<file path="config.mk">
export PLATFORM = sky130hd
export DESIGN_NAME = sd_card_acquisition_sequencer
export DESIGN_NICKNAME = d
export VERILOG_FILES = /design/src/sdacq_pkg.sv /design/src/sd_card_acquisition_sequencer.sv
export SDC_FILE = /design/constraint.sdc
export NUM_CORES = 1
export LEC_CHECK = 0
export BUFFER_PORTS_ARGS = -buffer_cell sky130_fd_sc_hd__buf_4
export CAP_MARGIN = 10
export CELL_PAD_IN_SITES_DETAIL_PLACEMENT = 0
export CELL_PAD_IN_SITES_GLOBAL_PLACEMENT = 1
export CORE_MARGIN = 4
export CORE_UTILIZATION = 48
export CTS_BUF_LIST = sky130_fd_sc_hd__clkbuf_4
export DETAILED_ROUTE_END_ITERATION = 10
export PLACE_DENSITY = 0.88
export SETUP_SLACK_MARGIN = 0.4
export SYNTH_ARGS = -nofsm -noshare
export SYNTH_HDL_FRONTEND = slang
export SYNTH_SLANG_ARGS = --single-unit
export TNS_END_PERCENT = 1
</file>
<file path="constraint.sdc">
create_clock -name clock -period 5.7 [get_ports clock]
set_input_delay 0.57 -clock clock [delete_from_list [all_inputs] [get_ports clock]]
set_output_delay 0.57 -clock clock [all_outputs]
set_load 0.005 [all_outputs]
</file>
<file path="src/sdacq_pkg.sv">
// sdacq_pkg: types, codes and constants of the sd card acquisition sequencer
// no dependencies; imported by sd_card_acquisition_sequencer
`timescale 1ns / 1ps
`default_nettype none

package sdacq_pkg;

   // field widths
   localparam int unsigned OCR_W      = 24;
   localparam int unsigned RCA_W      = 16;
   localparam int unsigned ERR_W      = 2;
   localparam int unsigned ECHO_W     = 8;
   localparam int unsigned IDX_W      = 6;
   localparam int unsigned ARG_W      = 32;
   localparam int unsigned KIND_W     = 3;
   localparam int unsigned CSR_IDX_W  = 1;
   localparam int unsigned CSR_DATA_W = 24;
   localparam int unsigned REQ_DATA_W = 32;
   localparam int unsigned RSP_DATA_W = 64;

   // configuration register indexes
   localparam logic [CSR_IDX_W-1:0] CSR_HOST_OCR = 1'd0;
   localparam logic [CSR_IDX_W-1:0] CSR_MMC_RCA  = 1'd1;

   // configuration reset values
   localparam logic [OCR_W-1:0] HOST_OCR_RESET = 24'hFF8000;
   localparam logic [RCA_W-1:0] MMC_RCA_RESET  = 16'd1;

   // protocol constants
   localparam logic [OCR_W-1:0]  OCR_VOLT_MASK = 24'hFF8000;
   localparam logic [ECHO_W-1:0] CHECK_PATTERN = 8'hAA;
   localparam logic [ARG_W-1:0]  CMD8_VHS_ARG  = 32'h0000_0100;
   localparam logic [ARG_W-1:0]  ACMD41_ARG    = 32'h00FF_8000;
   localparam int unsigned       HCS_BIT       = 30;
   localparam int unsigned       RCA_SHIFT     = 16;

   // command numbers
   localparam logic [IDX_W-1:0] CMD_GO_IDLE    = 6'd0;
   localparam logic [IDX_W-1:0] CMD_SEND_OP    = 6'd1;
   localparam logic [IDX_W-1:0] CMD_ALL_CID    = 6'd2;
   localparam logic [IDX_W-1:0] CMD_SET_RCA    = 6'd3;
   localparam logic [IDX_W-1:0] CMD_IF_COND    = 6'd8;
   localparam logic [IDX_W-1:0] CMD_SEND_CSD   = 6'd9;
   localparam logic [IDX_W-1:0] CMD_SD_SEND_OP = 6'd41;
   localparam logic [IDX_W-1:0] CMD_APP_CMD    = 6'd55;

   typedef enum logic [3:0] {
      PH_IDLE   = 4'd0,
      PH_RESET  = 4'd1,
      PH_CMD0   = 4'd2,
      PH_CMD8   = 4'd3,
      PH_CMD55  = 4'd4,
      PH_ACMD41 = 4'd5,
      PH_CMD1   = 4'd6,
      PH_CMD2   = 4'd7,
      PH_CMD3   = 4'd8,
      PH_CMD9   = 4'd9
   } phase_type;

   typedef enum logic [1:0] {
      ACT_SEND    = 2'd0,
      ACT_RESET   = 2'd1,
      ACT_DONE    = 2'd2,
      ACT_ABANDON = 2'd3
   } action_type;

   typedef enum logic [KIND_W-1:0] {
      RK_NONE = 3'd0,
      RK_R1   = 3'd1,
      RK_CID  = 3'd2,
      RK_CSD  = 3'd3,
      RK_R3   = 3'd4,
      RK_R6   = 3'd5
   } resp_kind_type;

   typedef enum logic {
      REQ_START    = 1'b0,
      REQ_COMPLETE = 1'b1
   } req_kind_type;

   localparam logic [ERR_W-1:0] ERR_OK = 2'd0;

endpackage

`default_nettype wire

</file>
<file path="src/sd_card_acquisition_sequencer.sv">
// sd_card_acquisition_sequencer: host-side sd/mmc card identification sequencer
// depends on sdacq_pkg
`timescale 1ns / 1ps
`default_nettype none

// The sequencer walks a card through identification one step per transfer.
// A start transfer (req_tuser 0) clears the held card state and answers with
// a host reset. Every completion transfer (req_tuser 1) carries the decoded
// verdict of the command last issued; the answer is the next command to send
// (CMD0, CMD8, CMD55/ACMD41 polling, CMD1 polling for MMC, CMD2, CMD3, CMD9)
// with its argument and expected response kind, or a final done / abandoned.
// Each answer also reports the held card type and relative card address.
// Throughput is one transfer per clock while rsp_tready is high; a transfer
// passes the input register, a single step of logic and the result register.
// The result register holds an answer while rsp_tready is low and the input
// register keeps accepting as long as the result register can drain.
// Configuration (csr_*) must only be written while no answer is pending; a
// write takes effect on the next command built.
module sd_card_acquisition_sequencer
   import sdacq_pkg::*;
(
   input  wire                     clock,
   input  wire                     reset,
   // configuration write port
   input  wire                     csr_we,
   input  wire [CSR_IDX_W-1:0]     csr_index,
   input  wire [CSR_DATA_W-1:0]    csr_wdata,
   // request channel
   input  wire                     req_tvalid,
   output logic                    req_tready,
   // tdata: resp_error[1:0], card_present[2], ocr_ready[3], check_echo[11:4],
   //        sd_published_rca[27:12], zero fill[31:28]
   input  wire [REQ_DATA_W-1:0]    req_tdata,
   // tuser: req_type[0]
   input  wire                     req_tuser,
   // response channel
   output logic                    rsp_tvalid,
   input  wire                     rsp_tready,
   // tdata: cmd_index[5:0], cmd_arg[37:6], resp_kind[40:38], card_is_sd[41],
   //        card_high_capacity[42], card_rca[58:43], zero fill[63:59]
   output logic [RSP_DATA_W-1:0]   rsp_tdata,
   // tuser: action[1:0]
   output logic [1:0]              rsp_tuser
);

   // configuration registers
   logic [OCR_W-1:0] host_ocr_ff;
   logic [RCA_W-1:0] mmc_rca_ff;

   // input register
   logic              stg_valid_ff;
   logic              stg_type_ff;
   logic [ERR_W-1:0]  stg_err_ff;
   logic              stg_present_ff;
   logic              stg_ready_ff;
   logic [ECHO_W-1:0] stg_echo_ff;
   logic [RCA_W-1:0]  stg_rca_ff;

   // sequencer state
   phase_type        phase_ff, phase_in;
   logic             is_sd_ff, is_sd_in;
   logic             is_v2_ff, is_v2_in;
   logic [RCA_W-1:0] held_rca_ff, held_rca_in;

   // result register
   logic              rsp_valid_ff;
   action_type        rsp_action_ff, action_in;
   logic [IDX_W-1:0]  rsp_index_ff, index_in;
   logic [ARG_W-1:0]  rsp_arg_ff, arg_in;
   resp_kind_type     rsp_kind_ff, kind_in;
   logic              rsp_is_sd_ff;
   logic              rsp_is_v2_ff;
   logic [RCA_W-1:0]  rsp_rca_ff;

   logic step_fire;
   logic req_fire;
   logic hard_err;

   // the step runs when the result register is empty or being drained
   assign step_fire  = stg_valid_ff && (!rsp_valid_ff || rsp_tready);
   assign req_tready = !stg_valid_ff || step_fire;
   assign req_fire   = req_tvalid && req_tready;
   // verdicts 2 and 3 both count as a hard failure
   assign hard_err   = stg_err_ff[1];

   // configuration writes
   always_ff @(posedge clock) begin
      if (reset) begin
         host_ocr_ff <= HOST_OCR_RESET;
         mmc_rca_ff  <= MMC_RCA_RESET;
      end else if (csr_we) begin
         case (csr_index)
            CSR_HOST_OCR: host_ocr_ff <= csr_wdata[OCR_W-1:0];
            CSR_MMC_RCA:  mmc_rca_ff  <= csr_wdata[RCA_W-1:0];
            default:      ;
         endcase
      end
   end

   // input register
   always_ff @(posedge clock) begin
      if (reset) begin
         stg_valid_ff <= 1'b0;
      end else if (req_tready) begin
         stg_valid_ff <= req_tvalid;
      end
   end

   always_ff @(posedge clock) begin
      if (req_fire) begin
         stg_type_ff    <= req_tuser;
         stg_err_ff     <= req_tdata[1:0];
         stg_present_ff <= req_tdata[2];
         stg_ready_ff   <= req_tdata[3];
         stg_echo_ff    <= req_tdata[11:4];
         stg_rca_ff     <= req_tdata[27:12];
      end
   end

   // next command selection
   always_comb begin
      phase_in    = phase_ff;
      is_sd_in    = is_sd_ff;
      is_v2_in    = is_v2_ff;
      held_rca_in = held_rca_ff;
      action_in   = ACT_ABANDON;
      index_in    = '0;
      arg_in      = '0;
      kind_in     = RK_NONE;

      if (stg_type_ff == REQ_START) begin
         // restart from any phase
         is_sd_in    = 1'b0;
         is_v2_in    = 1'b0;
         held_rca_in = '0;
         phase_in    = PH_RESET;
         action_in   = ACT_RESET;
      end else begin
         case (phase_ff)
            PH_RESET: begin
               if (!stg_present_ff) begin
                  phase_in = PH_IDLE;            // empty slot
               end else begin
                  is_sd_in  = 1'b1;
                  phase_in  = PH_CMD0;
                  action_in = ACT_SEND;
                  index_in  = CMD_GO_IDLE;
               end
            end
            PH_CMD0: begin
               action_in = ACT_SEND;
               if (is_sd_ff) begin
                  phase_in = PH_CMD8;
                  index_in = CMD_IF_COND;
                  arg_in   = {{(ARG_W-ECHO_W){1'b0}}, CHECK_PATTERN}
                           | (((host_ocr_ff & OCR_VOLT_MASK) != '0) ? CMD8_VHS_ARG : '0);
                  kind_in  = RK_R6;
               end else begin
                  phase_in = PH_CMD1;
                  index_in = CMD_SEND_OP;
                  arg_in   = {{(ARG_W-OCR_W){1'b0}}, host_ocr_ff};
                  kind_in  = RK_R3;
               end
            end
            PH_CMD8: begin
               // echo must match and the answer must not have hard-failed
               is_v2_in  = (stg_echo_ff == CHECK_PATTERN) && !hard_err;
               phase_in  = PH_CMD55;
               action_in = ACT_SEND;
               index_in  = CMD_APP_CMD;
               kind_in   = RK_R1;
            end
            PH_CMD55: begin
               action_in = ACT_SEND;
               if (stg_err_ff != ERR_OK) begin
                  // no app command support: treat as mmc and start over
                  is_sd_in = 1'b0;
                  phase_in = PH_CMD0;
                  index_in = CMD_GO_IDLE;
               end else begin
                  phase_in = PH_ACMD41;
                  index_in = CMD_SD_SEND_OP;
                  arg_in   = ACMD41_ARG | ({{(ARG_W-1){1'b0}}, is_v2_ff} << HCS_BIT);
                  kind_in  = RK_R3;
               end
            end
            PH_ACMD41: begin
               action_in = ACT_SEND;
               if (stg_err_ff != ERR_OK) begin
                  phase_in = PH_CMD1;
                  index_in = CMD_SEND_OP;
                  arg_in   = {{(ARG_W-OCR_W){1'b0}}, host_ocr_ff};
                  kind_in  = RK_R3;
               end else if (!stg_ready_ff) begin
                  phase_in = PH_CMD55;          // card still powering up
                  index_in = CMD_APP_CMD;
                  kind_in  = RK_R1;
               end else begin
                  is_sd_in = 1'b1;
                  phase_in = PH_CMD2;
                  index_in = CMD_ALL_CID;
                  kind_in  = RK_CID;
               end
            end
            PH_CMD1: begin
               if (stg_err_ff != ERR_OK) begin
                  phase_in = PH_IDLE;
               end else if (!stg_ready_ff) begin
                  phase_in  = PH_CMD1;
                  action_in = ACT_SEND;
                  index_in  = CMD_SEND_OP;
                  arg_in    = {{(ARG_W-OCR_W){1'b0}}, host_ocr_ff};
                  kind_in   = RK_R3;
               end else begin
                  is_sd_in  = 1'b0;
                  phase_in  = PH_CMD2;
                  action_in = ACT_SEND;
                  index_in  = CMD_ALL_CID;
                  kind_in   = RK_CID;
               end
            end
            PH_CMD2: begin
               // crc-only errors tolerated on the cid
               if (hard_err) begin
                  phase_in = PH_IDLE;
               end else begin
                  phase_in  = PH_CMD3;
                  action_in = ACT_SEND;
                  index_in  = CMD_SET_RCA;
                  if (is_sd_ff) begin
                     kind_in = RK_R6;
                  end else begin
                     arg_in  = {{(ARG_W-RCA_W){1'b0}}, mmc_rca_ff} << RCA_SHIFT;
                     kind_in = RK_R1;
                  end
               end
            end
            PH_CMD3: begin
               // sd rca is taken even if the answer failed
               held_rca_in = is_sd_ff ? stg_rca_ff : mmc_rca_ff;
               if (stg_err_ff != ERR_OK) begin
                  phase_in = PH_IDLE;
               end else begin
                  phase_in  = PH_CMD9;
                  action_in = ACT_SEND;
                  index_in  = CMD_SEND_CSD;
                  arg_in    = {{(ARG_W-RCA_W){1'b0}}, held_rca_in} << RCA_SHIFT;
                  kind_in   = RK_CSD;
               end
            end
            PH_CMD9: begin
               phase_in  = PH_IDLE;
               action_in = hard_err ? ACT_ABANDON : ACT_DONE;
            end
            default: begin
               // completion with nothing outstanding
               phase_in = PH_IDLE;
            end
         endcase
      end
   end

   // sequencer state
   always_ff @(posedge clock) begin
      if (reset) begin
         phase_ff    <= PH_IDLE;
         is_sd_ff    <= 1'b0;
         is_v2_ff    <= 1'b0;
         held_rca_ff <= '0;
      end else if (step_fire) begin
         phase_ff    <= phase_in;
         is_sd_ff    <= is_sd_in;
         is_v2_ff    <= is_v2_in;
         held_rca_ff <= held_rca_in;
      end
   end

   // result register
   always_ff @(posedge clock) begin
      if (reset) begin
         rsp_valid_ff <= 1'b0;
      end else if (step_fire) begin
         rsp_valid_ff <= 1'b1;
      end else if (rsp_tready) begin
         rsp_valid_ff <= 1'b0;
      end
   end

   always_ff @(posedge clock) begin
      if (step_fire) begin
         rsp_action_ff <= action_in;
         rsp_index_ff  <= index_in;
         rsp_arg_ff    <= arg_in;
         rsp_kind_ff   <= kind_in;
         rsp_is_sd_ff  <= is_sd_in;
         rsp_is_v2_ff  <= is_v2_in;
         rsp_rca_ff    <= held_rca_in;
      end
   end

   assign rsp_tvalid = rsp_valid_ff;
   assign rsp_tuser  = rsp_action_ff;
   assign rsp_tdata  = {5'd0, rsp_rca_ff, rsp_is_v2_ff, rsp_is_sd_ff, rsp_kind_ff,
                        rsp_arg_ff, rsp_index_ff};

`ifndef SYNTHESIS
   // a final answer always leaves the sequencer idle
   assert property (@(posedge clock) disable iff (reset)
      step_fire && stg_type_ff == REQ_COMPLETE && action_in != ACT_SEND
      |=> phase_ff == PH_IDLE)
      else $error("sequencer not idle after final answer");

   // a start clears the held card state and waits for the host reset
   assert property (@(posedge clock) disable iff (reset)
      step_fire && stg_type_ff == REQ_START
      |=> phase_ff == PH_RESET && !is_sd_ff && !is_v2_ff && held_rca_ff == '0)
      else $error("start did not restart the sequence");

   // a waiting item is not replaced while the result register is blocked
   assert property (@(posedge clock) disable iff (reset)
      stg_valid_ff && rsp_valid_ff && !rsp_tready |-> !req_tready)
      else $error("input register overrun");

   // answers other than send carry no command
   assert property (@(posedge clock) disable iff (reset)
      rsp_valid_ff && rsp_action_ff != ACT_SEND
      |-> rsp_index_ff == '0 && rsp_arg_ff == '0 && rsp_kind_ff == RK_NONE)
      else $error("command fields set on a non-send answer");

   // reported state matches the sequencer state right after an answer is loaded
   assert property (@(posedge clock) disable iff (reset)
      step_fire |=> rsp_rca_ff == held_rca_ff && rsp_is_sd_ff == is_sd_ff)
      else $error("reported card state out of step");
`endif

endmodule

`default_nettype wire

</file>
==> results of run 1 <==
-- cells by family (layout without fill, tap and decap cells) --
kind of cell    after synthesis  in the layout  share of synthesized area (%)
compound gates              168            168                           16.6
xor+xnor                      1              1                          0.128
buf+inv                      83            180                           5.79
flops                       153            153                           57.9
mux                          18             18                           2.64
other cells                   1              5                         0.0549
simple gates                231            231                           16.9
-- routing by layer --
metal,global-route usage [%],up-vias
met2,33.1,212
met1,26.9,2498
met3,4.01,27
li1,-,2560
met4,7.82,0
met5,0,-
-- power breakdown --
| part | switching (mW) | internal [mW] | total, mW |
|---|---|---|---|
| clock network | 0.374 | 0.266 | 0.640 |
| logic | 0.0838 | 0.0669 | 0.151 |
| registers | 0.0296 | 1.21 | 1.24 |
-- worst paths after layout --
kind                          startpoint                          end  slack (ns)  cells past startpoint
min                        req_tdata[26]     stg_rca_ff[14]$_DFFE_PP_        0.20                      1
min reg2reg  host_ocr_ff[3]$_SDFFE_PP0P_  host_ocr_ff[3]$_SDFFE_PP0P_        0.47                      2
max reg2reg      rsp_tvalid$_SDFFE_PP0P_     phase_ff[0]$_SDFFE_PP0P_        2.74                      6
max              rsp_tvalid$_SDFFE_PP0P_     phase_ff[0]$_SDFFE_PP0P_        2.74                      6
-- per-stage QoR --
step,total power [mW],hold slack (ns),std cells,cell area [µm²],setup slack (ns)
after CTS,2.05,0.150,936,8000,2.70
final,2.03,0.199,936,8000,2.74
after detailed placement,1.42,0.448,904,7730,2.48
after global routing,2.12,0.135,936,8000,2.51
after floorplan,1.34,0.436,659,6850,2.45
after global placement,1.41,0.443,904,7730,2.54
-- critical path, cell delays in order (launching register included) --
cell and delay [ns]:
dfxtp_1 0.33, nor2b_1 0.17, nand2b_1 0.54, inv_2 1.05, buf_4 0.44, nor2_1 0.08, a311oi_2 0.25
-- final cells by class --
cell class / instances / area [µm²]
Fill cell: 1223 / 5930
Sequential cell: 153 / 3950
Multi-Input combinational cell: 423 / 2510
Timing Repair Buffer: 130 / 976
Tap cell: 180 / 225
Clock buffer: 19 / 143
Clock inverter: 13 / 129
Inverter: 18 / 67.6
-- placed cells by master (no fill, tap or decap), types with 3 or more instances in the layout --
cell type    n
mux2i_1     18
dfxtp_1     64
inv_1       17
clkinv_2     4
nor2b_1      4
nor2_1      38
nand2b_1     7
nand2_1    120
edfxtp_1    89
o22ai_1     13
nor3b_1      4
o2111ai_1   17
o221ai_1     9
nor4bb_1     3
nand3_1     12
nor3_1       7
a32oi_1      9
nor3_2      16
conb_1       5
o21a_1       3
clkbuf_4    19
o21ai_1     22
or3_1        3
a32o_1       7
a21oi_1     67
buf_4      130
-- flip-flops by register name, indices dropped and copies added, names as in the netlist, 2 cells and up --
| register | cells |
|---|---|
| stg_echo_ff | 8 |
| rsp_index_ff | 5 |
| mmc_rca_ff | 16 |
| rsp_tuser | 2 |
| host_ocr_ff | 24 |
| held_rca_ff | 16 |
| stg_rca_ff | 16 |
| stg_err_ff | 2 |
| rsp_kind_ff | 3 |
| rsp_arg_ff | 32 |
| rsp_rca_ff | 16 |
| phase_ff | 4 |
==> results by group, run 1 <==
Final layout
  • Total inserted antenna cells: 0
  • Layout cells sized above 1: between 20% and 30%
  • Area Overhead vs Synth: 17.1%
  • Fin nets: between 800 and 900
  • Finished Core Util: 57.4%

Synthesis
  • Fraction of registers with async set/reset: 0%
  • Seq cells post-synth: 153
  • Top post-synthesis cells by area: edfxtp_1, dfxtp_1, nand2_1, a21oi_1, mux2i_1
  • Post-Synthesis Cell Area: roughly 6800 µm²
  • EDFF count, synth: roughly 90
  • Synth top area share: roughly 39%
  • Yosys cell types: 59
  • Sequential fraction of the synthesis area: 57.9%
  • Commonest cells in the netlist: nand2_1, edfxtp_1, a21oi_1
  • Syn avg cell area: 10.4 µm²
  • Post-Synthesis Cells: approximately 660
  • Most frequent cell after synthesis: nand2_1
  • Top FF cell, synth: edfxtp_1
  • YS warnings: 0
  • Largest area contributor in the netlist: edfxtp_1

Placed design
  • Detailed-placement wirelength estimate: approximately 11 mm
  • GP Congestion: just under 0.9
  • PortBufs: about 120

Routing
  • DR top layer: met4
  • Routed wire length: between 15 and 20 mm
  • Routed via count: 5297
  • Vias/cell: around 5.7
  • Initial DRT Pass Iterations: 6
  • WL met2: 8.07 mm
  • DR DRC count: 0
  • Metal3 WL: between 1 and 1.5 mm
  • DR WL/cell: approximately 18 µm
  • DRT antenna net count: 0
  • DRT met1 WL: 6.92 mm
  • 1st-iter DRT viols: about 520

Timing
  • Slew HR: around a fifth
  • Worst-case clock skew: 0.0182 ns
  • Period minus WS final: around 3 ns
  • Worst-Margin Slew: between 1 and 1.5 ns
  • Setup_tns: 0 ns
  • Fin. Hold Viols: 0
  • RSZ-0062 raised after global routing: no
  • Max-slew violation count: 0
  • Max Clk Rate: about 340 MHz
  • # setup viols final: 0
  • Fin crit share: 52.0%

Clock network
  • H-tree Lvls: 4
  • CTS tree: done
  • Post-CTS sizing: 0
  • Clk Latency, worst-skew pair: 0.55 ns
  • Total CTS buffers: 17
  • Register clock-pin slew on the reported worst setup and hold paths: 0.13 ns
  • Hold bufs inserted after CTS: 0
  • Sink Count: around 150
  • Clk root buf: clkbuf_4
  • Clock buffer depth: 2
  • Post-CTS Setup Repair Bufs: 0

Outcome
  • Outcome: finished clean

Worst hold path
  • Hold Path Class: primary input to register

Critical path
  • Startpoint types: register
  • Required time of the critical path: slightly above 6 ns
  • Crit path DAT: roughly 3.4 ns
  • CP endpoint kind: register
  • Peak fanout along the critical path: between 50 and 60
  • Crit Path Class: register to register

Floorplanning
  • DIE AREA: 16200 µm²
  • I/O pin cnt: between 100 and 150
  • Die H: between 100 and 150 µm
  • Die width: roughly 130 µm
  • Num rows: 43
  • Starting Density: 49.0%
  • Core ar.: around 14000 µm²

Pwr
  • Pleak: between 2 and 3 nW
  • Cell Pwr Density: roughly 250 nW/µm²
  • Worst VDD drop: 125 µV

Global route
  • Global Route Usage Sum: around a fifth
  • Grt total ovfl: 0
  • Number of global-route vias before repair: just over 5000
  • First-pass GRT wire length: around 26 mm
  • Largest net degree at the start of global routing: 58
  • Initial antenna violation count: 0

Job
  • Max cap viols: 0
(Power assumes the default switching activity.)
==> inputs of run 2 (changes only) <==
--- a/config.mk
+++ b/config.mk
@@ -10,10 +10,10 @@
 export CELL_PAD_IN_SITES_DETAIL_PLACEMENT = 0
 export CELL_PAD_IN_SITES_GLOBAL_PLACEMENT = 1
 export CORE_MARGIN = 4
-export CORE_UTILIZATION = 48
+export CORE_UTILIZATION = 44
 export CTS_BUF_LIST = sky130_fd_sc_hd__clkbuf_4
 export DETAILED_ROUTE_END_ITERATION = 10
-export PLACE_DENSITY = 0.88
+export PLACE_DENSITY = 0.81
 export SETUP_SLACK_MARGIN = 0.4
 export SYNTH_ARGS = -nofsm -noshare
 export SYNTH_HDL_FRONTEND = slang
==> constraint.sdc (replaced) <==
create_clock -name clock -period 2.8 [get_ports clock]
set_input_delay 0.28 -clock clock [delete_from_list [all_inputs] [get_ports clock]]
set_output_delay 0.28 -clock clock [all_outputs]
set_load 0.005 [all_outputs]
==> run 2 against run 1 <==
Effect of this change: flip-flop and latch count did not move; routed wire length rose by 7.3%; maximum frequency rose by 31%; via count rose by 5.7%; cell area rose by 8.5%.
==> results by group, run 2 (synthesis gave the netlist of run 1 again) <==
Critical path
  • Crit path DAT: 2.64 ns (-0.79 ns)
  • Peak fanout along the critical path: 19 (-67%)
  • Crit Path Class: register to register
  • Required time of the critical path: 3.18 ns (-2.99 ns)
  • Startpoint types: register
  • CP endpoint kind: register

Clock network
  • Sink Count: 153 (unchanged)
  • CTS tree: done
  • Register clock-pin slew on the reported worst setup and hold paths: 0.13 ns (about the same)
  • Clk root buf: clkbuf_4
  • Total CTS buffers: 17 (unchanged)
  • Clk Latency, worst-skew pair: 0.56 ns (about the same)
  • Clock buffer depth: 2 (unchanged)
  • H-tree Lvls: 4 (unchanged)

Global route
  • Largest net degree at the start of global routing: 55 (-5.2%)
  • Number of global-route vias before repair: 5419 (+7.1%)
  • Global Route Usage Sum: 19.7% (-0.61 points)
  • First-pass GRT wire length: 27.7 mm (+6.9%)
  • Grt total ovfl: 0 (unchanged)
  • Initial antenna violation count: 0 (unchanged)

Timing
  • Fin. Hold Viols: 0 (unchanged)
  • # setup viols final: 0 (unchanged)
  • Period minus WS final: 2.26 ns (-0.705 ns)
  • Fin crit share: 80.6% (+29 points)
  • RSZ-0062 raised after global routing: no
  • Max-slew violation count: 0 (unchanged)
  • Slew HR: 41.0% (+21 points)
  • Worst-case clock skew: 0.0303 ns (+0.0121 ns)
  • Worst-Margin Slew: 0.885 ns (-0.304 ns)
  • Max Clk Rate: 443 MHz (+31%)
  • Setup ws final: 0.544 ns (-2.19 ns)
  • Setup_tns: 0 ns (unchanged)
  • Hold slack: 0.0477 ns (-0.151 ns)

Final layout
  • Finished Core Util: 57.1% (-0.32 points)
  • Most frequent cells in the layout: buf_4, nand2_1, edfxtp_1
  • Fin nets: 877 (+8.8%)
  • Max reg flops: 32 (unchanged)
  • Total inserted antenna cells: 0 (unchanged)
  • Most common cell after layout, fill and taps aside: buf_4
  • Fin area: 8680 µm² (+8.5%)
  • Area taken by multi-input logic gates: 2510 µm² (unchanged)
  • Largest regs: rsp_arg_ff: 32 flops, host_ocr_ff: 24 flops
  • Layout cells sized above 1: 25.2% (+0.15 points)
  • Storage element area: 3960 µm² (about the same)
  • Area Overhead vs Synth: 27.0%
  • Filler Cell Count: 1329 (+8.7%)
  • Reg with most FFs: rsp_arg_ff
  • Non-Filler Instances: 1015 (+8.4%)

Placed design
  • Placed Cells incl. Taps: 926 (+2.4%)
  • Place WS: 0.525 ns (-1.95 ns)
  • Detailed-placement wirelength estimate: 12.4 mm (+8.0%)
  • GP Congestion: 0.879 (-0.61%)
  • Placed cell area: 7860 µm² (+1.7%)
  • PortBufs: 121 (unchanged)

Routing
  • Initial DRT Pass Iterations: 6 (unchanged)
  • 1st-iter DRT viols: 481 (-7.1%)
  • Routed via count: 5597 (+5.7%)
  • DR DRC count: 0 (unchanged)
  • Vias/cell: 5.51 (-2.6%)
  • DR WL/cell: 17.3 µm (-1.0%)
  • DRT antenna net count: 0 (unchanged)
  • Routed wire length: 17.6 mm (+7.3%)

Pwr
  • PnR Total Power: 4.17 mW (+110%)
  • NetSw: 1.05 mW (+120%)
  • Cell Pwr Density: 480 nW/µm² (+89%)
  • Worst VDD drop: 369 µV (+200%)
  • Int Pwr: 3.12 mW (+100%)
  • Clk pwr share: 30.4% (-1.1 points)
  • Pleak: 3.04 nW (+12%)
  • Sequential power share: 60.7% (-0.4 points)
  • Gate power share: 8.9% (+1.5 points)
  • Sw Share: 25.1% (+1.1 points)

Worst hold path
  • Hold Path Class: primary input to register

Floorplanning
  • Core ar.: 15200 µm² (+9.1%)
  • Num rows: 45 (+4.7%)
  • DIE AREA: 17600 µm² (+8.5%)
  • Starting Density: 44.9% (-4.1 points)
  • Die H: 133 µm (+4.2%)
  • I/O pin cnt: 131 (unchanged)
  • Die width: 133 µm (+4.2%)

Job
  • Max cap viols: 0 (unchanged)

Outcome
  • Outcome: finished clean
-- run 2: changes by cell type in the layout (fill, tap and decap cells not counted) --
cell / previous run / this run
dfxtp_1: 64 / 63
dlygate4sd3_1: 0 / 54
buf_12: 0 / 1
dfxtp_2: 0 / 1
inv_4: 0 / 3
buf_4: 130 / 146
clkinv_2: 4 / 1
inv_6: 1 / 3
clkinv_1: 2 / 1
bufinv_16: 2 / 1
-- run 2: path summary, 6_finish.rpt --
check	start	end	slack (ns)	cells past startpoint
max	phase_ff[1]$_SDFFE_PP0P_	rsp_arg_ff[8]$_SDFFCE_PN0P_	0.54	5
min	rsp_tready	rsp_tvalid$_SDFFE_PP0P_	0.05	4
max reg2reg	phase_ff[1]$_SDFFE_PP0P_	rsp_arg_ff[8]$_SDFFCE_PN0P_	0.54	5
min reg2reg	host_ocr_ff[11]$_SDFFE_PP0P_	host_ocr_ff[11]$_SDFFE_PP0P_	0.47	2
-- run 2: area by class of cell --
class	count	area share (%)
clock inverter	13	1.34
clock buffer	19	1.64
tap	188	2.71
inverter	18	0.778
sequential	153	45.6
timing repair buffer	201	19.1
multi-input combinational	423	28.9
-- run 2: worst max-delay path, cell delays in order, from the launching register on --
cell and delay, ns:
dfxtp_1 0.46, or3b_1 0.46, a21oi_2 0.52, o21ai_2 0.24
buf_12 0.24, o22ai_1 0.18
-- run 2: power groups by stage --
| stage | sequential, mW | combinational, mW | clock, mW |
|---|---|---|---|
| floorplan | 2.55 | 0.170 | 0 |
| global placement | 2.58 | 0.306 | 0 |
| detailed placement | 2.58 | 0.313 | 0 |
| CTS | 2.53 | 0.373 | 1.29 |
| global route | 2.54 | 0.406 | 1.40 |
| finish | 2.53 | 0.372 | 1.27 |
-- run 2: repair_timing --
action                                 in CTS  in global routing
endpoints found under the hold margin      70                  0
hold buffers                               54                  0
resized for setup                           0                  1
buffers inserted                            0                  3
setup endpoints to repair                   0                  9
-- run 2: routing by layer --
| metal | global-route usage, % | share of wire (%) | vias to the layer above |
|---|---|---|---|
| li1 | - | - | 2704 |
| met1 | 24.6 | 41 | 2663 |
| met2 | 34.1 | 51 | 206 |
| met3 | 5.29 | 6.9 | 24 |
| met4 | 5.08 | 1.5 | 0 |
| met5 | 0 | 0 | - |
==> inputs of run 3 (changes only) <==
--- a/config.mk
+++ b/config.mk
@@ -5,15 +5,16 @@
 export SDC_FILE = /design/constraint.sdc
 export NUM_CORES = 1
 export LEC_CHECK = 0
+export ABC_AREA = 1
 export BUFFER_PORTS_ARGS = -buffer_cell sky130_fd_sc_hd__buf_4
 export CAP_MARGIN = 10
 export CELL_PAD_IN_SITES_DETAIL_PLACEMENT = 0
 export CELL_PAD_IN_SITES_GLOBAL_PLACEMENT = 1
 export CORE_MARGIN = 4
-export CORE_UTILIZATION = 44
+export CORE_UTILIZATION = 39
 export CTS_BUF_LIST = sky130_fd_sc_hd__clkbuf_4
 export DETAILED_ROUTE_END_ITERATION = 10
-export PLACE_DENSITY = 0.81
+export PLACE_DENSITY = 0.79
 export SETUP_SLACK_MARGIN = 0.4
 export SYNTH_ARGS = -nofsm -noshare
 export SYNTH_HDL_FRONTEND = slang
==> constraint.sdc (replaced) <==
create_clock -name clock -period 2.06 [get_ports clock]
set_input_delay 0.206 -clock clock [delete_from_list [all_inputs] [get_ports clock]]
set_output_delay 0.206 -clock clock [all_outputs]
set_load 0.005 [all_outputs]
==> run 3 against run 2 <==
Effect of this change: clock power rose by 43%; first-iteration DRC count fell by 11%; via count fell by 0.46%; clock skew fell by 0.0039 ns; worst setup slack got worse by 0.14 ns; synthesized cell count rose by 15%; sequential power rose by 37%; cell area rose by 2.0%; largest cell class unchanged.
==> results by group, run 3 <==
Floorplanning
  • Core ar.: 16800 µm² (+10%)
  • Die H: 139 µm (+5.0%)
  • Starting Density: 40.1% (-4.8 points)
  • DIE AREA: 19400 µm² (+10%)
  • Die width: 139 µm (+5.0%)
  • I/O pin cnt: 131 (unchanged)
  • Num rows: 47 (+4.4%)

Global route
  • Largest net degree at the start of global routing: 64 (+16%)
  • First-pass GRT wire length: 27.5 mm (-0.67%)
  • Grt total ovfl: 0 (unchanged)
  • Global Route Usage Sum: 17.9% (-1.8 points)
  • Number of global-route vias before repair: 5223 (-3.6%)
  • Initial antenna violation count: 1 (+1)

Timing
  • Setup_tns: 0 ns (unchanged)
  • Worst-case clock skew: 0.0264 ns (-0.00388 ns)
  • Max-slew violation count: 0 (unchanged)
  • Period minus WS final: 1.65 ns (-0.602 ns)
  • Fin. Hold Viols: 0 (unchanged)
  • Fin crit share: 80.3% (-0.29 points)
  • Max Clk Rate: 605 MHz (+36%)
  • # setup viols final: 0 (unchanged)
  • Worst-Margin Slew: 0.724 ns (-0.162 ns)
  • Slew HR: 51.7% (+11 points)
  • RSZ-0062 raised after global routing: yes

Routing
  • Initial DRT Pass Iterations: 5 (-1)
  • Routed via count: 5571 (-0.46%)
  • 1st-iter DRT viols: 428 (-11%)
  • DR WL/cell: 14.9 µm (-14%)
  • Vias/cell: 4.75 (-14%)
  • DR DRC count: 0 (unchanged)
  • DRT antenna net count: 0 (unchanged)
  • Routed wire length: 17.4 mm (-0.79%)

Worst hold path
  • Hold Path Class: primary input to register
  • Worst Hold Path EP: mmc_rca_ff[3]$_SDFFE_PP0P_
  • Hold Crit Start: csr_we
  • Hold Path Depth: 4 (unchanged)

Clock network
  • Clk root buf: clkbuf_4
  • Clock buffer depth: 2 (unchanged)
  • Sink Count: 153 (unchanged)
  • Total CTS buffers: 17 (unchanged)
  • CTS tree: done
  • Clk Latency, worst-skew pair: 0.57 ns (about the same)
  • Register clock-pin slew on the reported worst setup and hold paths: 0.14 ns (about the same)
  • H-tree Lvls: 4 (unchanged)

Pwr
  • Cell Pwr Density: 674 nW/µm² (+40%)
  • Sequential power share: 58.3% (-2.4 points)
  • Worst VDD drop: 317 µV (-14%)
  • Pleak: 3.93 nW (+29%)
  • PnR Total Power: 5.96 mW (+43%)
  • Int Pwr: 4.35 mW (+39%)
  • Clk pwr share: 30.4% (about the same)
  • Sw Share: 27.0% (+1.8 points)
  • NetSw: 1.61 mW (+53%)
  • Gate power share: 11.3% (+2.4 points)

Synthesis
  • Post-Synthesis Cell Area: 6720 µm² (-1.6%)
  • Most frequent cell after synthesis: nand2_1
  • Synth top area share: 39.8% (+0.66 points)
  • Syn avg cell area: 8.91 µm² (-15%)
  • Sequential fraction of the synthesis area: 58.8% (+0.97 points)
  • Top post-synthesis cells by area: edfxtp_1, dfxtp_1, nand2_1, nor2_1, o21ai_0
  • Post-Synthesis Cells: 754 (+15%)
  • YS warnings: 0 (unchanged)
  • Top FF cell, synth: edfxtp_1
  • Fraction of registers with async set/reset: 0% (unchanged)
  • Yosys cell types: 35 (-41%)
  • Commonest cells in the netlist: nand2_1, nor2_1, edfxtp_1
  • EDFF count, synth: 89 (unchanged)
  • Largest area contributor in the netlist: edfxtp_1
  • Seq cells post-synth: 153 (unchanged)

Critical path
  • RR Endpoint: rsp_arg_ff[23]$_SDFFCE_PN0P_
  • Crit Path Class: register to register
  • Number of buffer and inverter stages on the critical path: 2 (+1)
  • Peak fanout along the critical path: 8 (-11)
  • CP endpoint kind: register
  • Crit path cell chain: nor2_4, nand2_1, inv_1, nand2_2, o21ai_4, inv_4, nand2_8, nand2_1, a21oi_2
  • Startpoint types: register
  • Top cell by count, worst path: nand2_1
  • Required time of the critical path: 2.45 ns (-0.73 ns)
  • Max stage delay on crit path: 0.48 ns (-0.04 ns)
  • Reg-to-Reg Start: stg_err_ff[1]$_DFFE_PP_
  • Crit path DAT: 2.04 ns (-0.60 ns)
  • CP top delay family: simple AND/OR/NAND/NOR gates
  • CP max-delay cell: edfxtp_1
  • Reg2Reg Depth: 9 (+4)
  • R2R Setup Slk: 0.41 ns (-0.14 ns)

Final layout
  • Fin nets: 1000 (+14%)
  • Most common cell after layout, fill and taps aside: nand2_1
  • Area Overhead vs Synth: 31.7%
  • Area taken by multi-input logic gates: 2340 µm² (-6.5%)
  • Most frequent cells in the layout: nand2_1, buf_4, nor2_1
  • Max reg flops: 32 (unchanged)
  • Reg with most FFs: rsp_arg_ff
  • Storage element area: 3970 µm² (+0.28%)
  • Filler Cell Count: 1589 (+20%)
  • Largest regs: rsp_arg_ff: 32 flops, host_ocr_ff: 24 flops
  • Layout cells sized above 1: 25.1% (-0.099 points)

Placed design
  • Detailed-placement wirelength estimate: 11.8 mm (-4.7%)
  • PortBufs: 121 (unchanged)
  • GP Congestion: 0.879 (about the same)

Outcome
  • Outcome: finished clean

Job
  • Max cap viols: 0 (unchanged)
run 3: cell types whose count changed after synthesis, moves of 13 or more:
cell / before / now
o2111ai_1: 17 / 0
nor3_2: 16 / 0
a31oi_1: 0 / 13
mux2i_1: 18 / 0
nand2_1: 120 / 183
nor2_1: 38 / 103
o21ai_0: 1 / 61
nand3_1: 12 / 25
inv_1: 18 / 58
a21oi_1: 67 / 46
o21ai_1: 22 / 7
run 3: how the worst max path moves through the flow:
stage,start,end,slack (ns),cells after the start
CTS,phase_ff[3]$_SDFFE_PP0P_,rsp_arg_ff[19]$_SDFFCE_PN0P_,0.36,9
finish,stg_err_ff[1]$_DFFE_PP_,rsp_arg_ff[23]$_SDFFCE_PN0P_,0.41,9
global placement,phase_ff[3]$_SDFFE_PP0P_,rsp_rca_ff[1]$_DFFE_PP_,0.26,8
detailed placement,phase_ff[3]$_SDFFE_PP0P_,rsp_rca_ff[6]$_DFFE_PP_,0.23,8
global route,phase_ff[0]$_SDFFE_PP0P_,rsp_arg_ff[16]$_SDFFCE_PN0P_,0.36,6
floorplan,rsp_tvalid$_SDFFE_PP0P_,rsp_arg_ff[0]$_SDFFCE_PN0P_,0.49,4
run 3: cell type report:
cell class | instances | share of cell area [%]
Inverter | 71 | 3.14
Multi-Input combinational cell | 492 | 26.5
Tap cell | 220 | 3.11
Clock inverter | 14 | 1.57
Sequential cell | 153 | 44.8
Antenna cell | 2 | 0.0565
Clock buffer | 18 | 1.53
Timing Repair Buffer | 202 | 19.3
run 3: repair_timing:
action	CTS	global route
gates cloned	1	1
gates resized for setup	6	20
setup endpoints to repair	71	52
hold buffers	56	0
endpoints found under the hold margin	74	0
setup buffers	2	4
pin swaps	1	3
run 3: logic make-up (layout without fill, tap and decap cells):
family / count (synthesis) / after routing / share of synthesized area (%)
other cells: 1 / 7 / 0.0558
buf+inv: 115 / 305 / 7.67
flops: 153 / 153 / 58.8
compound gates: 132 / 132 / 10.4
simple gates: 353 / 355 / 23.1
run 3: power by group through the flow:
stage          registers [mW]  logic (mW)  clock network (mW)
2_1_floorplan            3.53       0.305                   0
3_3_place_gp             3.54       0.572                   0
3_5_place_dp             3.54       0.577                   0
4_1_cts                  3.48       0.667                1.86
5_1_grt                  3.49       0.751                2.00
6_report                 3.47       0.674                1.82
run 3: tightest hold or removal path, delay by kind of cell:
family | cells | cell delay [ns]
buf+inv | 2 | 0.27
compound gates | 1 | 0.15
simple gates | 1 | 0.04
run 3: metrics by stage:
step | util (%) | setup WS (ns) | instances | hold WS, ns | area, µm²
after floorplan | - | 0.486 | 758 | 0.275 | 6740
after detailed placement | 46.9 | 0.225 | 1074 | 0.385 | 7860
final | 52.8 | 0.406 | 1172 | 0.130 | 8850
after CTS | 52.1 | 0.362 | 1165 | 0.0712 | 8730
after global routing | 52.8 | 0.355 | 1171 | 0.100 | 8850
after global placement | 46.9 | 0.262 | 1074 | 0.384 | 7860
run 3: per-layer routing:
layer	global-route usage [%]	vias to the layer above	wire length [µm]
li1	-	2831	-
met1	25.6	2546	8250
met2	26.9	174	7840
met3	4.39	20	1100
met4	5.51	0	247
met5	0	-	0
